<file path="src/rtl/animation_delta_bitstream_decoder_assert.svh">
// ---------------------------------------------------------------------------
// Assertion macros for the animation delta bitstream decoder
// Concurrent checks that vanish when SYNTHESIS is defined.
// ---------------------------------------------------------------------------
`ifndef ANIMATION_DELTA_BITSTREAM_DECODER_ASSERT_SVH
`define ANIMATION_DELTA_BITSTREAM_DECODER_ASSERT_SVH
`ifndef SYNTHESIS
// Check that an implication holds at every clock edge out of reset.
`define ADB_ASSERT(label, clk, rst_n, prop, msg) \
    label: assert property (@(posedge clk) disable iff (!rst_n) prop) else $error(msg);
// Check that an expression never goes high out of reset.
`define ADB_NEVER(label, clk, rst_n, expr, msg) \
    label: assert property (@(posedge clk) disable iff (!rst_n) !(expr)) else $error(msg);
`else
`define ADB_ASSERT(label, clk, rst_n, prop, msg)
`define ADB_NEVER(label, clk, rst_n, expr, msg)
`endif
`endif

</file>
<file path="src/rtl/adbd_pkg.sv">
// ---------------------------------------------------------------------------
// adbd_pkg
// Shared types and constants of the animation delta bitstream decoder.
// ---------------------------------------------------------------------------
package adbd_pkg;

    localparam int MAX_BONES_DEF = 64;
    localparam int BONE_W        = 6;
    localparam int FRAME_W       = 16;
    localparam int VALUE_W       = 17;
    localparam int PEND_W        = 24;
    localparam int CNT_W         = 5;
    localparam int CFG_DATA_W    = 16;
    localparam int CFG_IDX_W     = 2;
    localparam int MAX_RES       = 8;

    localparam logic [CFG_IDX_W-1:0] REG_BONES    = 2'd0;
    localparam logic [CFG_IDX_W-1:0] REG_FRAMES   = 2'd1;
    localparam logic [CFG_IDX_W-1:0] REG_PREC_KEY = 2'd2;

    localparam logic [0:0] CMD_DATA  = 1'b0;
    localparam logic [0:0] CMD_BEGIN = 1'b1;

    // decode phases of the bitstream
    typedef enum logic [2:0] {
        PH_FIRST_OFS = 3'd0,
        PH_FIRST_ROT = 3'd1,
        PH_DELTA_OFS = 3'd2,
        PH_DELTA_ROT = 3'd3,
        PH_DONE      = 3'd4
    } phase_t;

    // controller to datapath commands
    typedef struct packed {
        logic clear;      // begin command: clear position and pending bits
        logic drop;       // finished: drop pending bits
        logic load;       // append an incoming byte
        logic try_dec;    // evaluate one value this cycle
        logic acc_rd;     // read accumulator for current position
        logic commit;     // consume the decoded value, write it out
    } dp_cmd_t;

    // datapath to controller status
    typedef struct packed {
        logic ok;         // enough bits for a value
        logic done;       // animation finished
    } dp_sts_t;

endpackage

</file>
<file path="src/rtl/adbd_ctrl.sv">
// ---------------------------------------------------------------------------
// adbd_ctrl
// Sequencer: takes a request, runs the value decode loop, hands results out.
// ---------------------------------------------------------------------------
module adbd_ctrl
(
    input  logic              clk,
    input  logic              rst_n,
    input  logic              in_valid,
    input  logic              in_cmd,
    output logic              in_ready,
    input  logic              in_hold,
    input  logic              res_free,
    output adbd_pkg::dp_cmd_t cmd,
    input  adbd_pkg::dp_sts_t sts,
    output logic              idle
);
    import adbd_pkg::*;

    typedef enum logic [4:0] {
        S_IDLE = 5'b00001,
        S_TRY  = 5'b00010,
        S_READ = 5'b00100,
        S_EMIT = 5'b01000,
        S_WAIT = 5'b10000
    } state_t;

    state_t          state_reg, state_next;
    logic [3:0]      nres_reg, nres_next;
    logic            take;

    // hold off new requests while the last result of a byte is held back
    assign idle     = (state_reg == S_IDLE);
    assign in_ready = idle && !in_hold;
    assign take     = in_valid && in_ready;

    // sequence one request: begin, drop, or one byte's worth of values
    always_comb
    begin
        state_next = state_reg;
        nres_next  = nres_reg;
        cmd        = '0;
        case (state_reg)
            S_IDLE:
            begin
                if (take)
                begin
                    if (in_cmd == CMD_BEGIN)
                        cmd.clear = 1'b1;
                    else if (sts.done)
                        cmd.drop = 1'b1;
                    else
                    begin
                        cmd.load   = 1'b1;
                        nres_next  = 4'd0;
                        state_next = S_TRY;
                    end
                end
            end
            S_TRY:
            begin
                cmd.try_dec = 1'b1;
                if (nres_reg == 4'(MAX_RES))
                    state_next = S_IDLE;
                else if (sts.done)
                begin
                    cmd.drop   = 1'b1;
                    state_next = S_IDLE;
                end
                else if (!sts.ok)
                    state_next = S_IDLE;
                else
                    state_next = S_READ;
            end
            S_READ:
            begin
                cmd.acc_rd = 1'b1;
                state_next = S_EMIT;
            end
            S_EMIT:
            begin
                if (res_free)
                begin
                    cmd.commit = 1'b1;
                    nres_next  = nres_reg + 4'd1;
                    state_next = S_TRY;
                end
            end
            default:
                state_next = S_IDLE;
        endcase
    end

    // state and result count
    always_ff @(posedge clk or negedge rst_n)
    begin
        if (!rst_n)
        begin
            state_reg <= S_IDLE;
            nres_reg  <= 4'd0;
        end
        else
        begin
            state_reg <= state_next;
            nres_reg  <= nres_next;
        end
    end

    `include "animation_delta_bitstream_decoder_assert.svh"
    `ADB_NEVER(a_emit_cap, clk, rst_n, state_reg == S_EMIT && nres_reg >= 4'(MAX_RES), "over eight results")
    `ADB_ASSERT(a_commit_try, clk, rst_n, cmd.commit |=> state_reg == S_TRY, "commit not followed by try")
    `ADB_ASSERT(a_read_emit, clk, rst_n, state_reg == S_READ |=> state_reg == S_EMIT, "read without emit")

endmodule

</file>
<file path="src/rtl/adbd_dp.sv">
// ---------------------------------------------------------------------------
// adbd_dp
// Datapath: bit buffer, value decode, position counters, accumulators.
// ---------------------------------------------------------------------------
module adbd_dp #(
    parameter int MAX_BONES = adbd_pkg::MAX_BONES_DEF
)
(
    input  logic                          clk,
    input  logic                          rst_n,
    input  logic [6:0]                    num_bones,
    input  logic [15:0]                   num_frames,
    input  logic [3:0]                    precision_key,
    input  logic [7:0]                    data_byte,
    input  adbd_pkg::dp_cmd_t             cmd,
    output adbd_pkg::dp_sts_t             sts,
    output logic                          o_kind,
    output logic [adbd_pkg::FRAME_W-1:0]  o_frame,
    output logic [adbd_pkg::BONE_W-1:0]   o_bone,
    output logic [1:0]                    o_axis,
    output logic [adbd_pkg::VALUE_W-1:0]  o_value,
    output logic                          o_last_anim
);
    import adbd_pkg::*;

    localparam int DEPTH = 3 * MAX_BONES;
    localparam int AW    = $clog2(DEPTH);
    localparam int BW    = $clog2(MAX_BONES + 1);

    logic [PEND_W-1:0] bits_reg;
    logic [CNT_W-1:0]  cnt_reg;
    logic [FRAME_W-1:0] frame_reg;
    logic [BW-1:0]     bone_reg;
    logic [1:0]        axis_reg;
    phase_t            phase_reg;
    logic [15:0]       mem [DEPTH];
    logic [15:0]       acc_reg;
    logic [16:0]       val_reg;
    logic [CNT_W-1:0]  len_reg;

    logic [3:0]        k;
    logic [3:0]        w;
    logic [BW-1:0]     nb;
    logic [PEND_W-1:0] al;
    logic              ok;
    logic [CNT_W-1:0]  len;
    logic signed [16:0] val;
    logic [2:0]        code;
    logic [AW-1:0]     idx;
    logic [15:0]       acc_new;
    logic signed [16:0] acc_s;
    logic              is_rot;
    logic              dn;

    assign k  = (precision_key > 4'd11) ? 4'd11 : precision_key;
    assign w  = 4'd12 - k;
    assign nb = (int'(num_bones) > MAX_BONES) ? BW'(MAX_BONES) : BW'(num_bones);
    assign dn = (phase_reg == PH_DONE) || (frame_reg >= num_frames);
    assign sts.done = dn;
    assign sts.ok   = ok;
    assign is_rot   = (phase_reg == PH_FIRST_ROT) || (phase_reg == PH_DELTA_ROT);
    assign idx      = AW'(bone_reg * 3 + axis_reg);

    // left align pending bits: oldest bit at the top
    assign al   = bits_reg << (PEND_W - cnt_reg);
    assign code = al[22:20];

    function automatic logic signed [16:0] sx(input logic [15:0] v, input logic [4:0] n);
        logic [15:0] m;
        m = v >> (16 - n);
        if (m[n-1]) return 17'(signed'({1'b0, m})) - (17'sd1 <<< n);
        return 17'(signed'({1'b0, m}));
    endfunction

    // decode one value from the head of the buffer
    always_comb
    begin
        ok  = 1'b0;
        len = '0;
        val = '0;
        case (phase_reg)
            PH_FIRST_OFS:
            begin
                ok  = cnt_reg >= 5'd16;
                len = 5'd16;
                val = sx(al[23:8], 5'd16);
            end
            PH_FIRST_ROT:
            begin
                ok  = cnt_reg >= 5'(w);
                len = 5'(w);
                val = sx(al[23:8], 5'(w)) <<< k;
            end
            PH_DELTA_OFS:
            begin
                len = al[23] ? 5'd17 : 5'd8;
                ok  = cnt_reg >= len && cnt_reg != 0;
                val = al[23] ? sx(al[22:7], 5'd16) : sx(al[22:7], 5'd7);
                if (axis_reg == 2'd1) val = -val;
            end
            PH_DELTA_ROT:
            begin
                if (!al[23])
                begin
                    ok  = cnt_reg >= 5'd1;
                    len = 5'd1;
                end
                else if (code == 3'd0)
                begin
                    len = 5'd4;
                    ok  = cnt_reg >= 5'd4;
                    val = -(17'sd1 <<< k);
                end
                else if (code != 3'd7)
                begin
                    len = 5'd4 + 5'(code);
                    ok  = cnt_reg >= 5'd4 && cnt_reg >= len;
                    val = sx(al[19:4], 5'(code));
                    val = (val < 0) ? val - (17'sd1 <<< (code - 3'd1))
                                    : val + (17'sd1 <<< (code - 3'd1));
                    val = val <<< k;
                end
                else
                begin
                    len = 5'd4 + 5'(w);
                    ok  = cnt_reg >= 5'd4 && cnt_reg >= len;
                    val = sx(al[19:4], 5'(w)) <<< k;
                end
            end
            default: ok = 1'b0;
        endcase
    end

    // accumulator update and report value
    assign acc_new = (phase_reg == PH_FIRST_ROT) ? val_reg[15:0] : acc_reg + val_reg[15:0];
    assign acc_s   = 17'(signed'(acc_new));

    // hold the decoded value and read the accumulator
    always_ff @(posedge clk)
    begin
        if (cmd.try_dec)
        begin
            val_reg <= val;
            len_reg <= len;
        end
        if (cmd.acc_rd)
            acc_reg <= mem[idx];
        if (cmd.commit && is_rot)
            mem[idx] <= acc_new;
    end

    // output fields of the pending result
    always_comb
    begin
        o_kind  = is_rot;
        o_frame = frame_reg;
        o_bone  = is_rot ? BONE_W'(bone_reg) : '0;
        o_axis  = axis_reg;
        if (is_rot)
            o_value = acc_s[15] ? acc_s + 17'sd4096 : acc_s;
        else
            o_value = val_reg;
    end

    // position after this value, for the last flag
    logic [FRAME_W-1:0] frame_next;
    logic [BW-1:0]      bone_next;
    logic [1:0]         axis_next;
    phase_t             phase_next;
    always_comb
    begin
        frame_next = frame_reg;
        bone_next  = bone_reg;
        axis_next  = axis_reg + 2'd1;
        phase_next = phase_reg;
        if (axis_reg == 2'd2)
        begin
            axis_next = 2'd0;
            if (!is_rot && nb != 0)
            begin
                phase_next = phase_t'(phase_reg + 3'd1);
                bone_next  = '0;
            end
            else
            begin
                bone_next = bone_reg + 1'b1;
                if (!is_rot || bone_next >= nb)
                begin
                    frame_next = frame_reg + 1'b1;
                    bone_next  = '0;
                    phase_next = (frame_next >= num_frames || frame_next == 0) ? PH_DONE
                                                                              : PH_DELTA_OFS;
                end
            end
        end
    end
    assign o_last_anim = (phase_next == PH_DONE);

    // buffer and position registers
    always_ff @(posedge clk or negedge rst_n)
    begin
        if (!rst_n)
        begin
            bits_reg  <= '0;
            cnt_reg   <= '0;
            frame_reg <= '0;
            bone_reg  <= '0;
            axis_reg  <= '0;
            phase_reg <= PH_FIRST_OFS;
        end
        else
        begin
            if (cmd.clear)
            begin
                bits_reg  <= '0;
                cnt_reg   <= '0;
                frame_reg <= '0;
                bone_reg  <= '0;
                axis_reg  <= '0;
                phase_reg <= PH_FIRST_OFS;
            end
            else if (cmd.drop)
            begin
                bits_reg  <= '0;
                cnt_reg   <= '0;
                phase_reg <= PH_DONE;
            end
            else if (cmd.load)
            begin
                bits_reg <= {bits_reg[15:0], data_byte};
                cnt_reg  <= ((cnt_reg > 5'd16) ? 5'd16 : cnt_reg) + 5'd8;
            end
            else if (cmd.commit)
            begin
                cnt_reg   <= cnt_reg - len_reg;
                bits_reg  <= bits_reg & ((PEND_W'(1) << (cnt_reg - len_reg)) - 1'b1);
                frame_reg <= frame_next;
                bone_reg  <= bone_next;
                axis_reg  <= axis_next;
                phase_reg <= phase_next;
            end
        end
    end

endmodule

</file>
<file path="src/rtl/animation_delta_bitstream_decoder.sv">
// ---------------------------------------------------------------------------
// animation_delta_bitstream_decoder
// Decodes a skeletal animation frame bitstream into offsets and rotations.
// ---------------------------------------------------------------------------
//  channel   dir  fields
//  s_axis    in   tdata[7:0]=data_byte, tuser=command
//  m_axis    out  tdata=frame,bone,axis,value; tuser=kind,last_of_animation;
//                 tlast=last_of_run
//  cfg       in   cfg_we, cfg_index, cfg_data
// A data byte is accepted, then each of its n decoded values (n at most eight)
// passes the steps try, read accumulator and hand out, and a final try ends
// the byte. Begin and dropped requests finish in the accept step.
// Reset clears position and buffer; accumulators are undefined until written.
// A stalled output holds the sequencer in its hand-out step, and a new request
// waits until the last result of the previous byte reaches the output register.
module animation_delta_bitstream_decoder #(
    parameter int MAX_BONES = adbd_pkg::MAX_BONES_DEF
)
(
    input  logic        clk,
    input  logic        rst_n,
    input  logic        s_axis_tvalid,
    output logic        s_axis_tready,
    input  logic [7:0]  s_axis_tdata,   // data_byte[7:0]
    input  logic        s_axis_tuser,   // command
    output logic        m_axis_tvalid,
    input  logic        m_axis_tready,
    output logic [47:0] m_axis_tdata,   // frame_index, bone_index, axis, decoded_value
    output logic        m_axis_tlast,
    output logic [1:0]  m_axis_tuser,   // value_kind, last_of_animation
    input  logic        cfg_we,
    input  logic [1:0]  cfg_index,
    input  logic [15:0] cfg_data
);
    import adbd_pkg::*;

    logic [6:0]  num_bones_reg;
    logic [15:0] num_frames_reg;
    logic [3:0]  key_reg;
    dp_cmd_t     cmd;
    dp_sts_t     sts;
    logic        ctrl_idle;
    logic        o_kind, o_last;
    logic [15:0] o_frame;
    logic [5:0]  o_bone;
    logic [1:0]  o_axis;
    logic [16:0] o_value;
    logic        emit;
    logic        slot_free;
    logic        xfer;
    logic        sv_reg, sv_next;
    logic [47:0] sd_reg;
    logic [1:0]  su_reg;
    logic        sl_reg, sl_next;
    logic        pend_reg, pend_next;
    logic [47:0] hd_reg;
    logic [1:0]  hu_reg;

    // configuration writes
    always_ff @(posedge clk or negedge rst_n)
    begin
        if (!rst_n)
        begin
            num_bones_reg  <= '0;
            num_frames_reg <= '0;
            key_reg        <= '0;
        end
        else if (cfg_we)
        begin
            case (cfg_index)
                REG_BONES:    num_bones_reg  <= cfg_data[6:0];
                REG_FRAMES:   num_frames_reg <= cfg_data;
                REG_PREC_KEY: key_reg        <= cfg_data[3:0];
                default: ;
            endcase
        end
    end

    adbd_ctrl u_ctrl (
        .clk(clk), .rst_n(rst_n),
        .in_valid(s_axis_tvalid), .in_cmd(s_axis_tuser), .in_ready(s_axis_tready),
        .in_hold(pend_reg), .res_free(!pend_reg || slot_free),
        .cmd(cmd), .sts(sts), .idle(ctrl_idle)
    );

    adbd_dp #(.MAX_BONES(MAX_BONES)) u_dp (
        .clk(clk), .rst_n(rst_n),
        .num_bones(num_bones_reg), .num_frames(num_frames_reg),
        .precision_key(key_reg), .data_byte(s_axis_tdata),
        .cmd(cmd), .sts(sts),
        .o_kind(o_kind), .o_frame(o_frame), .o_bone(o_bone), .o_axis(o_axis),
        .o_value(o_value), .o_last_anim(o_last)
    );

    assign emit      = cmd.commit;
    assign slot_free = !sv_reg || m_axis_tready;
    assign xfer      = pend_reg && slot_free && (emit || ctrl_idle);

    // one result held back until the next value or end of byte decides tlast
    always_comb
    begin
        sv_next   = sv_reg;
        sl_next   = sl_reg;
        pend_next = pend_reg;
        if (sv_reg && m_axis_tready)
            sv_next = 1'b0;
        if (xfer)
        begin
            sv_next   = 1'b1;
            sl_next   = !emit;
            pend_next = 1'b0;
        end
        if (emit)
            pend_next = 1'b1;
    end

    always_ff @(posedge clk or negedge rst_n)
    begin
        if (!rst_n)
        begin
            pend_reg <= 1'b0;
            sv_reg   <= 1'b0;
            sl_reg   <= 1'b0;
        end
        else
        begin
            pend_reg <= pend_next;
            sv_reg   <= sv_next;
            sl_reg   <= sl_next;
        end
    end

    // held result and output register contents
    always_ff @(posedge clk)
    begin
        if (emit)
        begin
            hd_reg <= {7'd0, o_value, o_axis, o_bone, o_frame};
            hu_reg <= {o_last, o_kind};
        end
        if (xfer)
        begin
            sd_reg <= hd_reg;
            su_reg <= hu_reg;
        end
    end

    assign m_axis_tvalid = sv_reg;
    assign m_axis_tdata  = sd_reg;
    assign m_axis_tuser  = su_reg;
    assign m_axis_tlast  = sl_reg;

endmodule
</file>
<file path="config.mk">
export PLATFORM = sky130hd
export DESIGN_NAME = animation_delta_bitstream_decoder
export DESIGN_NICKNAME = d
export VERILOG_FILES = /design/src/rtl/adbd_pkg.sv /design/src/rtl/adbd_ctrl.sv /design/src/rtl/adbd_dp.sv /design/src/rtl/animation_delta_bitstream_decoder.sv
export VERILOG_INCLUDE_DIRS = /design/src /design/src/rtl
export SDC_FILE = /design/constraint.sdc
export NUM_CORES = 2
export LEC_CHECK = 0
export BUFFER_PORTS_ARGS = -buffer_cell sky130_fd_sc_hd__buf_2
export CAP_MARGIN = 25
export CORE_UTILIZATION = 40
export DETAILED_ROUTE_END_ITERATION = 6
export SETUP_SLACK_MARGIN = 0.2
export SYNTH_ARGS = -nofsm -noshare
export SYNTH_HDL_FRONTEND = slang
export SYNTH_SLANG_ARGS = --single-unit
</file>
<file path="constraint.sdc">
create_clock -name clk -period 24.8 [get_ports clk]
set_clock_uncertainty 0.15 [all_clocks]
set_input_delay 2.48 -clock clk [delete_from_list [all_inputs] [get_ports clk]]
set_output_delay 2.48 -clock clk [all_outputs]
set_load 0.005 [all_outputs]
</file>
# Word level (Yosys, flattened, before mapping)

Memories as Yosys holds them, arrays and structs flattened. A register that Yosys moved wholly into a read port is not among the register bits.
Cells that the tools add are included.

Divide/modulo/power cells: 0
$mul: 1
Shifts and indexed selects: 12
Muxes and demuxes: 134
Reduce and logical (&&, ||, !) cells: 44
$lt $le $gt $ge: 16
Eq/ne operators: 23
Add/subtract/negate cells: 30
Bitwise operators: 1

Operator list:

| cell                     | number |
|---|---|
| $mux W17                 | 31 |
| $mux W16                 | 8 |
| $mux W24                 | 4 |
| $shr A16 B32 Y16         | 3 |
| $mux W5                  | 14 |
| $pmux W17 S4             | 1 |
| $sub A17 B17 Y17         | 4 |
| $lt A32 B5 Y1 const B    | 2 |
| $mux W7                  | 8 |
| $sshl A17 B4 Y17         | 3 |
| $pmux W5 S4              | 2 |
| $mux W1                  | 38 |
| $neg A17 Y17             | 2 |
| $sshl A2 B3 Y17 const A  | 2 |
| $sshl A2 B4 Y17 const A  | 2 |
| $sub A17 B17 Y17 const B | 2 |
| $mux W3                  | 11 |
| $ge A16 B16 Y1           | 2 |
| $shl A24 B32 Y24         | 1 |
| $and A24 B24 Y24         | 1 |
| $shl A1 B5 Y24 const A   | 1 |
| $sub A24 B1 Y24 const B  | 1 |
| $mux W4                  | 5 |
| $add A16 B14 Y17 const B | 1 |
| other kinds (66)         | 112 |

Memory bits (read-only): 0
Memories kept: 1
Output and inout port bits: 53
Input port bits: 32
Flip-flop bits (word level): 204
Bits in latches: 0
Memory bits (writable): 3072
Logic and storage cells: 283

Memory list:

| name     | words | width | read ports | clocked after Yosys merged registers in | wr ports | line          | RTL |
|---|---|---|---|---|---|---|---|
| u_dp.mem | 192   | 16    | 1          | 1                                       | 1        | adbd_dp.sv:36 | `logic [15:0] mem [DEPTH];` |

# Logic depth before layout (Yosys ltp)

Word-level depth: 23
Depth in mapped cells: 46
Mapped depth without buffers: 41

# Hierarchy

Synthesis repeated with hierarchy kept, for this count alone.

Cells, all modules: 7408
Area total of the unflattened synthesis: 139196.0 sq um

Modules (own cells, without submodules):

| module                            | cells an instance | sequential area each (sq um) | area an instance (sq um) | instances |
|---|---|---|---|---|
| adbd_dp                           | 7189              | 94815.9                      | 134838.1                 | 1 |
| animation_delta_bitstream_decoder | 165               | 3333.2                       | 3841.2                   | 1 |
| adbd_ctrl                         | 54                | 201.4                        | 516.7                    | 1 |

# Worst setup path after synthesis

OpenSTA, ideal clock, no wires.

Kind: register to register
Start: register u_dp.val_reg[0]
End: memory u_dp.mem[0][14] (data pin)
Arrival: 10797 ps
Path buffers: 0
Clock period less this slack: 12714 ps
Data required time: 22883 ps
Stages on the path, launching flop included: 16
Setup slack: 12086 ps
Setup time: 1767 ps
Cell sequence: edfxtp_1 ha_1 inv_1 fa_1 nor2b_1 o21ai_0 a21boi_0 o21ai_0 a21boi_0 o21ai_0 a21boi_0 o21a_1 o21ai_0 a2111o_1 and3_1 o31ai_1

Word-level cells in the longest chain between the ends: 2

RTL lines:

| element                    | line           | RTL |
|---|---|---|
| start: declaration         | adbd_dp.sv:38  | `logic [16:0] val_reg;` |
| start signal: assignment   | adbd_dp.sv:143 | `val_reg <= val;` |
| $add A16 B16 Y16           | adbd_dp.sv:135 | `assign acc_new = (phase_reg == PH_FIRST_ROT) ? val_reg[15:0] : acc_reg + val_reg[15:0];` |
| $mux W16                   | adbd_dp.sv:135 |  |
| named net u_dp.acc_new[14] | adbd_dp.sv:50  | `logic [15:0] acc_new;` |
| end: declaration           | adbd_dp.sv:36  |  |

The timed path passes the listed nets, and every way through them passes these cells.

# Worst setup path in the final report

Start: register u_dp.cnt_reg[0]
End: register u_dp.val_reg[16] (data pin)

Word-level cells in the longest chain between the ends: 23
Elaborated cells between the ends (all ways): 77
Classes of those cells: 13 x add/sub; 1 x order compare; 1 x eq/ne; 9 x shift; 52 x mux; 1 x reduce/logical

RTL lines:

| element                                  | line           | RTL |
|---|---|---|
| start: declaration                       | adbd_dp.sv:31  | `logic [CNT_W-1:0] cnt_reg;` |
| start signal: assignment                 | adbd_dp.sv:231 | `cnt_reg <= ((cnt_reg > 5'd16) ? 5'd16 : cnt_reg) + 5'd8;` |
| start signal: assignment                 | adbd_dp.sv:235 | `cnt_reg <= cnt_reg - len_reg;` |
| $sub A5 B5 Y6 *                          | adbd_dp.sv:65  | `assign al = bits_reg << (PEND_W - cnt_reg);` |
| $shl A24 B32 Y24 *                       | adbd_dp.sv:65  |  |
| $sub A5 B3 Y6                            | adbd_dp.sv:70  | `m = v >> (16 - n);` |
| $shr A16 B32 Y16                         | adbd_dp.sv:70  |  |
| $bmux W1 S4                              | adbd_dp.sv:71  | `if (m[n-1]) return 17'(signed'({1'b0, m})) - (17'sd1 <<< n);` |
| $mux W1 (implied by the code)            | adbd_dp.sv:71  |  |
| $mux W1                                  | adbd_dp.sv:71  |  |
| $mux W1                                  | adbd_dp.sv:114 | `else if (code != 3'd7)` |
| (+8 left out)                            | --             |  |
| $add A17 B17 Y17 (tied with other cells) | adbd_dp.sv:120 | `: val + (17'sd1 <<< (code - 3'd1));` |
| $mux W17                                 | adbd_dp.sv:119 | `val = (val < 0) ? val - (17'sd1 <<< (code - 3'd1))` |
| $sshl A17 B4 Y17                         | adbd_dp.sv:121 | `val = val <<< k;` |
| $mux W17                                 | adbd_dp.sv:114 |  |
| $mux W17                                 | adbd_dp.sv:108 | `else if (code == 3'd0)` |
| $mux W17                                 | adbd_dp.sv:103 | `if (!al[23])` |
| $pmux W17 S4 *                           | adbd_dp.sv:81  | `case (phase_reg)` |
| named net u_dp.val[16]                   | adbd_dp.sv:47  | `logic signed [16:0] val;` |

Mark *: on every way through the listed nets, which the timed path passes. The rest lies on a longest branch. The select of a mux whose other input is x is not followed.
A chain may end at the register's enable or synchronous reset.

==> results_tabular.tex <==
\begin{tabular}{lr}
\hline
Metric & Value \\
\hline
\multicolumn{2}{l}{\textbf{Outcome}} \\
\quad Run status & complete, no violations \\
\multicolumn{2}{l}{\textbf{Worst setup path}} \\
\quad Crit path DAT & approximately 14 ns \\
\quad Max stage delay cell, worst path & sky130\_fd\_sc\_hd\_\_mux4\_2 \\
\quad Worst Setup End Kind & flip-flop \\
\quad Crit-path max FO & between 40 and 50 \\
\quad Cell seen most often among critical-path stages & sky130\_fd\_sc\_hd\_\_a21o\_1 \\
\quad Critical path's largest stage delay & 0.57 ns \\
\quad Worst reg-to-reg setup slack & 11.83 ns \\
\quad Required time at the worst-slack endpoint & between 20 and 30 ns \\
\quad Worst Setup Start Kind & flip-flop \\
\quad Worst reg2reg startpoint & u\_dp.cnt\_reg[0] \\
\quad Destination of the worst register-to-register timing path & u\_dp.val\_reg[16] \\
\quad Classification of the worst setup path & flip-flop to flip-flop \\
\quad FF-to-FF path depth & 42 \\
\multicolumn{2}{l}{\textbf{Final layout}} \\
\quad Layout Area Growth over Synthesis & 13.9\% \\
\quad Final net count & between 7000 and 8000 \\
\quad Max reg flops & 3072 \\
\quad Post-layout instance count excluding filler cells & 12500 \\
\quad Fraction of layout instances using a drive strength above 1 & about 28\% \\
\quad Layout filler cell count & around 29000 \\
\multicolumn{2}{l}{\textbf{Power}} \\
\quad Peak supply drop & 0.296 mV \\
\quad PwrDens & between 100 and 150 mW/mm\^{}2 \\
\quad Leakage dissipation & $\sim$50 nW \\
\quad Post-route total power & 0.0187 W \\
\multicolumn{2}{l}{\textbf{Timing}} \\
\quad Final max-slew violation count & 0 \\
\quad Final Hold Vio Count & 0 \\
\quad Fin crit share & between 50\% and 60\% \\
\quad RSZ-0062 raised after global routing & no \\
\quad Setup total negative slack & 0 ns \\
\quad Tmin final & about 13 ns \\
\quad Number of failing setup endpoints in the final timing report & 0 \\
\quad Relative slew slack & approximately 18\% \\
\quad Worst Max-Slew Pin Slew & about 1.2 ns \\
\quad Highest attainable clock frequency & a little under 80 MHz \\
\multicolumn{2}{l}{\textbf{Min path}} \\
\quad End point of the worst hold path & m\_axis\_tdata[23] \\
\quad Min-Delay Path Class & flip-flop to flip-flop \\
\quad Beginning of the worst hold path & hd\_reg[23] \\
\quad Cell depth of the worst hold path & 0 \\
\multicolumn{2}{l}{\textbf{Logic synthesis}} \\
\quad Most used DFF post-synth & sky130\_fd\_sc\_hd\_\_edfxtp\_1 \\
\quad Yosys warnings & 0 \\
\quad Yosys reg bits & 3291 \\
\quad Mean instance size in the synthesized netlist & about 19 sq um \\
\quad Fraction of synthesized cell area taken by the top area cell type & 69.1\% \\
\quad Syn Inst Count & between 7000 and 8000 \\
\quad Cell type contributing the most total cell area after synthesis & sky130\_fd\_sc\_hd\_\_edfxtp\_1 \\
\quad Cell types occupying the most area after synthesis & sky130\_fd\_sc\_hd\_\_edfxtp\_1, sky130\_fd\_sc\_hd\_\_mux4\_2, sky130\_fd\_sc\_hd\_\_dfrtp\_1 \\
\quad Number of enable flip-flop cells after synthesis & $\sim$3200 \\
\quad Post-synth design cell area & 0.139 sq mm \\
\quad Sequential cell area fraction in the yosys report & between 70\% and 80\% \\
\quad Post-synthesis async set-or-reset flop share & roughly 2.9\% \\
\quad Library cells used by synthesis & approximately 110 \\
\multicolumn{2}{l}{\textbf{Clock tree}} \\
\quad Hold Buf Count CTS & 0 \\
\quad Clock edge transition at the registers on the reported setup and hold paths & 0.06 ns \\
\quad Maximum count of clock buffers along a single path & 4 \\
\quad Number of setup buffers added after CTS & 0 \\
\quad Resized Gates After CTS & 0 \\
\quad Clock tree from TritonCTS & yes \\
\quad CTS Sinks & 3291 \\
\quad Root buffer cell & sky130\_fd\_sc\_hd\_\_clkbuf\_16 \\
\quad Latest clock arrival within the worst-skew pair & 0.96 ns \\
\quad Number of clock buffers inserted by TritonCTS & 346 \\
\quad H-tree levels & 5 \\
\multicolumn{2}{l}{\textbf{Placement}} \\
\quad Number of placed cells counting well taps & roughly 12000 \\
\quad Post-detail-place hpwl & 245000 microns \\
\quad Weighted congestion at the end of routability-driven global placement & just under 0.9 \\
\quad Number of input and output port buffers inserted & 77 \\
\multicolumn{2}{l}{\textbf{Drt}} \\
\quad Number of DRC violations after detailed-routing iteration 0 & a little under 9000 \\
\quad Total vias in the final route & 74700 \\
\quad Residual antenna-violating net count after detailed routing & 0 \\
\quad Average detailed-routed wire length per instance & about 31 microns \\
\quad Pre-antenna DRT Iters & 6 \\
\quad Post-route DRC violation count & 0 \\
\quad DRT Wirelength & 392000 microns \\
\quad Per-cell via count in the routed design & about 6 \\
\multicolumn{2}{l}{\textbf{Floorplan}} \\
\quad Boundary Pins & between 80 and 90 \\
\quad Placement row count & approximately 220 \\
\quad Die width & 591 microns \\
\quad Effective utilization at floorplan & 40.3\% \\
\quad Core Box Area & roughly 0.34 sq mm \\
\quad Die ar. & about 0.35 sq mm \\
\quad Overall die height & approximately 590 microns \\
\multicolumn{2}{l}{\textbf{Global routing}} \\
\quad Number of global-route vias before repair & $\sim$75000 \\
\quad Total routing usage reported by global routing & between 20\% and 30\% \\
\quad Largest net degree at the start of global routing & between 150 and 200 \\
\quad Initial antenna violation count & 18 \\
\quad Total congestion overflow & 0 \\
\quad Wire length of the first global-routing pass & 559000 microns \\
\multicolumn{2}{l}{\textbf{Run}} \\
\quad Maxcap violations & 0 \\
\hline
\end{tabular}
[critical path, delay by kind of cell, from the launching register on]
family          cells  cell delay, ns
compound gates     16            3.60
fa+ha+maj           4            1.62
buf+inv             6            1.92
flops               1            0.33
mux                 3            1.32
simple gates       13            3.75
[routing by layer]
layer | wire, microns | GRT usage, % | part of all wire (%) | vias to the layer above
met5 | 8 | 0 | 0.0020 | -
met4 | 13600 | 7.14 | 3.5 | 2
met3 | 28400 | 3.64 | 7.2 | 632
met2 | 187000 | 35.9 | 48 | 3175
met1 | 163000 | 30.9 | 42 | 39900
li1 | - | - | - | 30900
[cell type report]
class,instances,area [sq um],share of cell area (%)
Antenna cell,5,12.5,0.00791
Clock buffer,434,9160,5.79
Clock inverter,196,1630,1.03
Inverter,103,387,0.244
Multi-Input combinational cell,3494,39200,24.8
Sequential cell,3291,98400,62.2
Tap cell,4557,5700,3.61
Timing Repair Buffer,443,3660,2.32
[Yosys cell counts (25+ instances only)]
master	count
sky130_fd_sc_hd__a211oi_1	30
sky130_fd_sc_hd__a21o_1	47
sky130_fd_sc_hd__a21oi_1	186
sky130_fd_sc_hd__a22oi_1	35
sky130_fd_sc_hd__a31oi_1	34
sky130_fd_sc_hd__and3_1	37
sky130_fd_sc_hd__buf_1	96
sky130_fd_sc_hd__clkbuf_1	270
sky130_fd_sc_hd__dfrtp_1	94
sky130_fd_sc_hd__edfxtp_1	3196
sky130_fd_sc_hd__ha_1	171
sky130_fd_sc_hd__inv_1	91
sky130_fd_sc_hd__mux2_2	54
sky130_fd_sc_hd__mux2i_1	84
sky130_fd_sc_hd__mux4_2	983
sky130_fd_sc_hd__nand2_1	347
sky130_fd_sc_hd__nand2b_1	28
sky130_fd_sc_hd__nand3_1	130
sky130_fd_sc_hd__nand4_1	40
sky130_fd_sc_hd__nor2_1	426
sky130_fd_sc_hd__nor2b_1	31
sky130_fd_sc_hd__nor3_1	66
sky130_fd_sc_hd__o211ai_1	46
sky130_fd_sc_hd__o21a_1	25
sky130_fd_sc_hd__o21ai_0	143
sky130_fd_sc_hd__o22ai_1	30
sky130_fd_sc_hd__o31ai_1	35
sky130_fd_sc_hd__xnor2_1	66
sky130_fd_sc_hd__xor2_1	64
[placed cells by master (no fill, tap or decap), types with 59 or more instances in the layout]
| master | Yosys | routed |
|---|---|---|
| sky130_fd_sc_hd__a21oi_1 | 186 | 180 |
| sky130_fd_sc_hd__buf_2 | 13 | 79 |
| sky130_fd_sc_hd__buf_4 | 15 | 318 |
| sky130_fd_sc_hd__clkbuf_1 | 270 | 79 |
| sky130_fd_sc_hd__clkbuf_16 | 0 | 353 |
| sky130_fd_sc_hd__clkinv_1 | 9 | 75 |
| sky130_fd_sc_hd__clkinv_2 | 0 | 78 |
| sky130_fd_sc_hd__dfrtp_1 | 94 | 94 |
| sky130_fd_sc_hd__edfxtp_1 | 3196 | 3196 |
| sky130_fd_sc_hd__ha_1 | 171 | 169 |
| sky130_fd_sc_hd__inv_1 | 91 | 89 |
| sky130_fd_sc_hd__mux2i_1 | 84 | 84 |
| sky130_fd_sc_hd__mux4_2 | 983 | 983 |
| sky130_fd_sc_hd__nand2_1 | 347 | 346 |
| sky130_fd_sc_hd__nand3_1 | 130 | 124 |
| sky130_fd_sc_hd__nor2_1 | 426 | 258 |
| sky130_fd_sc_hd__nor2_2 | 1 | 168 |
| sky130_fd_sc_hd__nor3_1 | 66 | 65 |
| sky130_fd_sc_hd__o21ai_0 | 143 | 140 |
| sky130_fd_sc_hd__xnor2_1 | 66 | 59 |
| sky130_fd_sc_hd__xor2_1 | 64 | 63 |
[cells by family after synthesis]
family                     Yosys count  synth area share [%]
adders and majority gates          179                  1.66
buffers and inverters              507                  1.48
muxes                             1122                  17.0
DFF                               3291                  70.9
xor gates and xnor gates           130                 0.820
AOI/OAI and AO/OA                  842                  4.21
and+or+nand+nor                   1206                  3.97
other                                1               0.00270
[stage by stage]
step | setup slack [ns] | hold WS (ns) | instance area [sq um] | util, %
after global routing | 10.98 | 0.247 | 158000 | 46.0
after floorplan | 12.09 | 0.250 | 139000 | -
after detailed placement | 11.84 | 0.255 | 147000 | 42.8
final | 11.83 | 0.236 | 158000 | 46.0
after CTS | 11.91 | 0.226 | 158000 | 45.9
after global placement | 11.75 | 0.251 | 147000 | 42.6
[power by group]
group          switching (W)  internal (W)
registers          0.0000458       0.00634
clock network        0.00217       0.00282
logic                0.00479       0.00256
[how the worst max path moves through the flow]
stage | startpoint | endpoint | slack [ns] | depth (start not counted)
3_5_place_dp | u_dp.cnt_reg[0] | u_dp.val_reg[16] | 11.84 | 42
5_1_grt | u_dp.cnt_reg[0] | u_dp.val_reg[16] | 10.98 | 42
6_report | u_dp.cnt_reg[0] | u_dp.val_reg[16] | 11.83 | 42
4_1_cts | u_dp.cnt_reg[0] | u_dp.val_reg[16] | 11.91 | 42
3_3_place_gp | u_dp.cnt_reg[0] | u_dp.val_reg[16] | 11.75 | 42
2_1_floorplan | u_dp.val_reg[0] | u_dp.mem[0][14] | 12.09 | 15
Note: power is estimated with default switching activity, not from simulation.
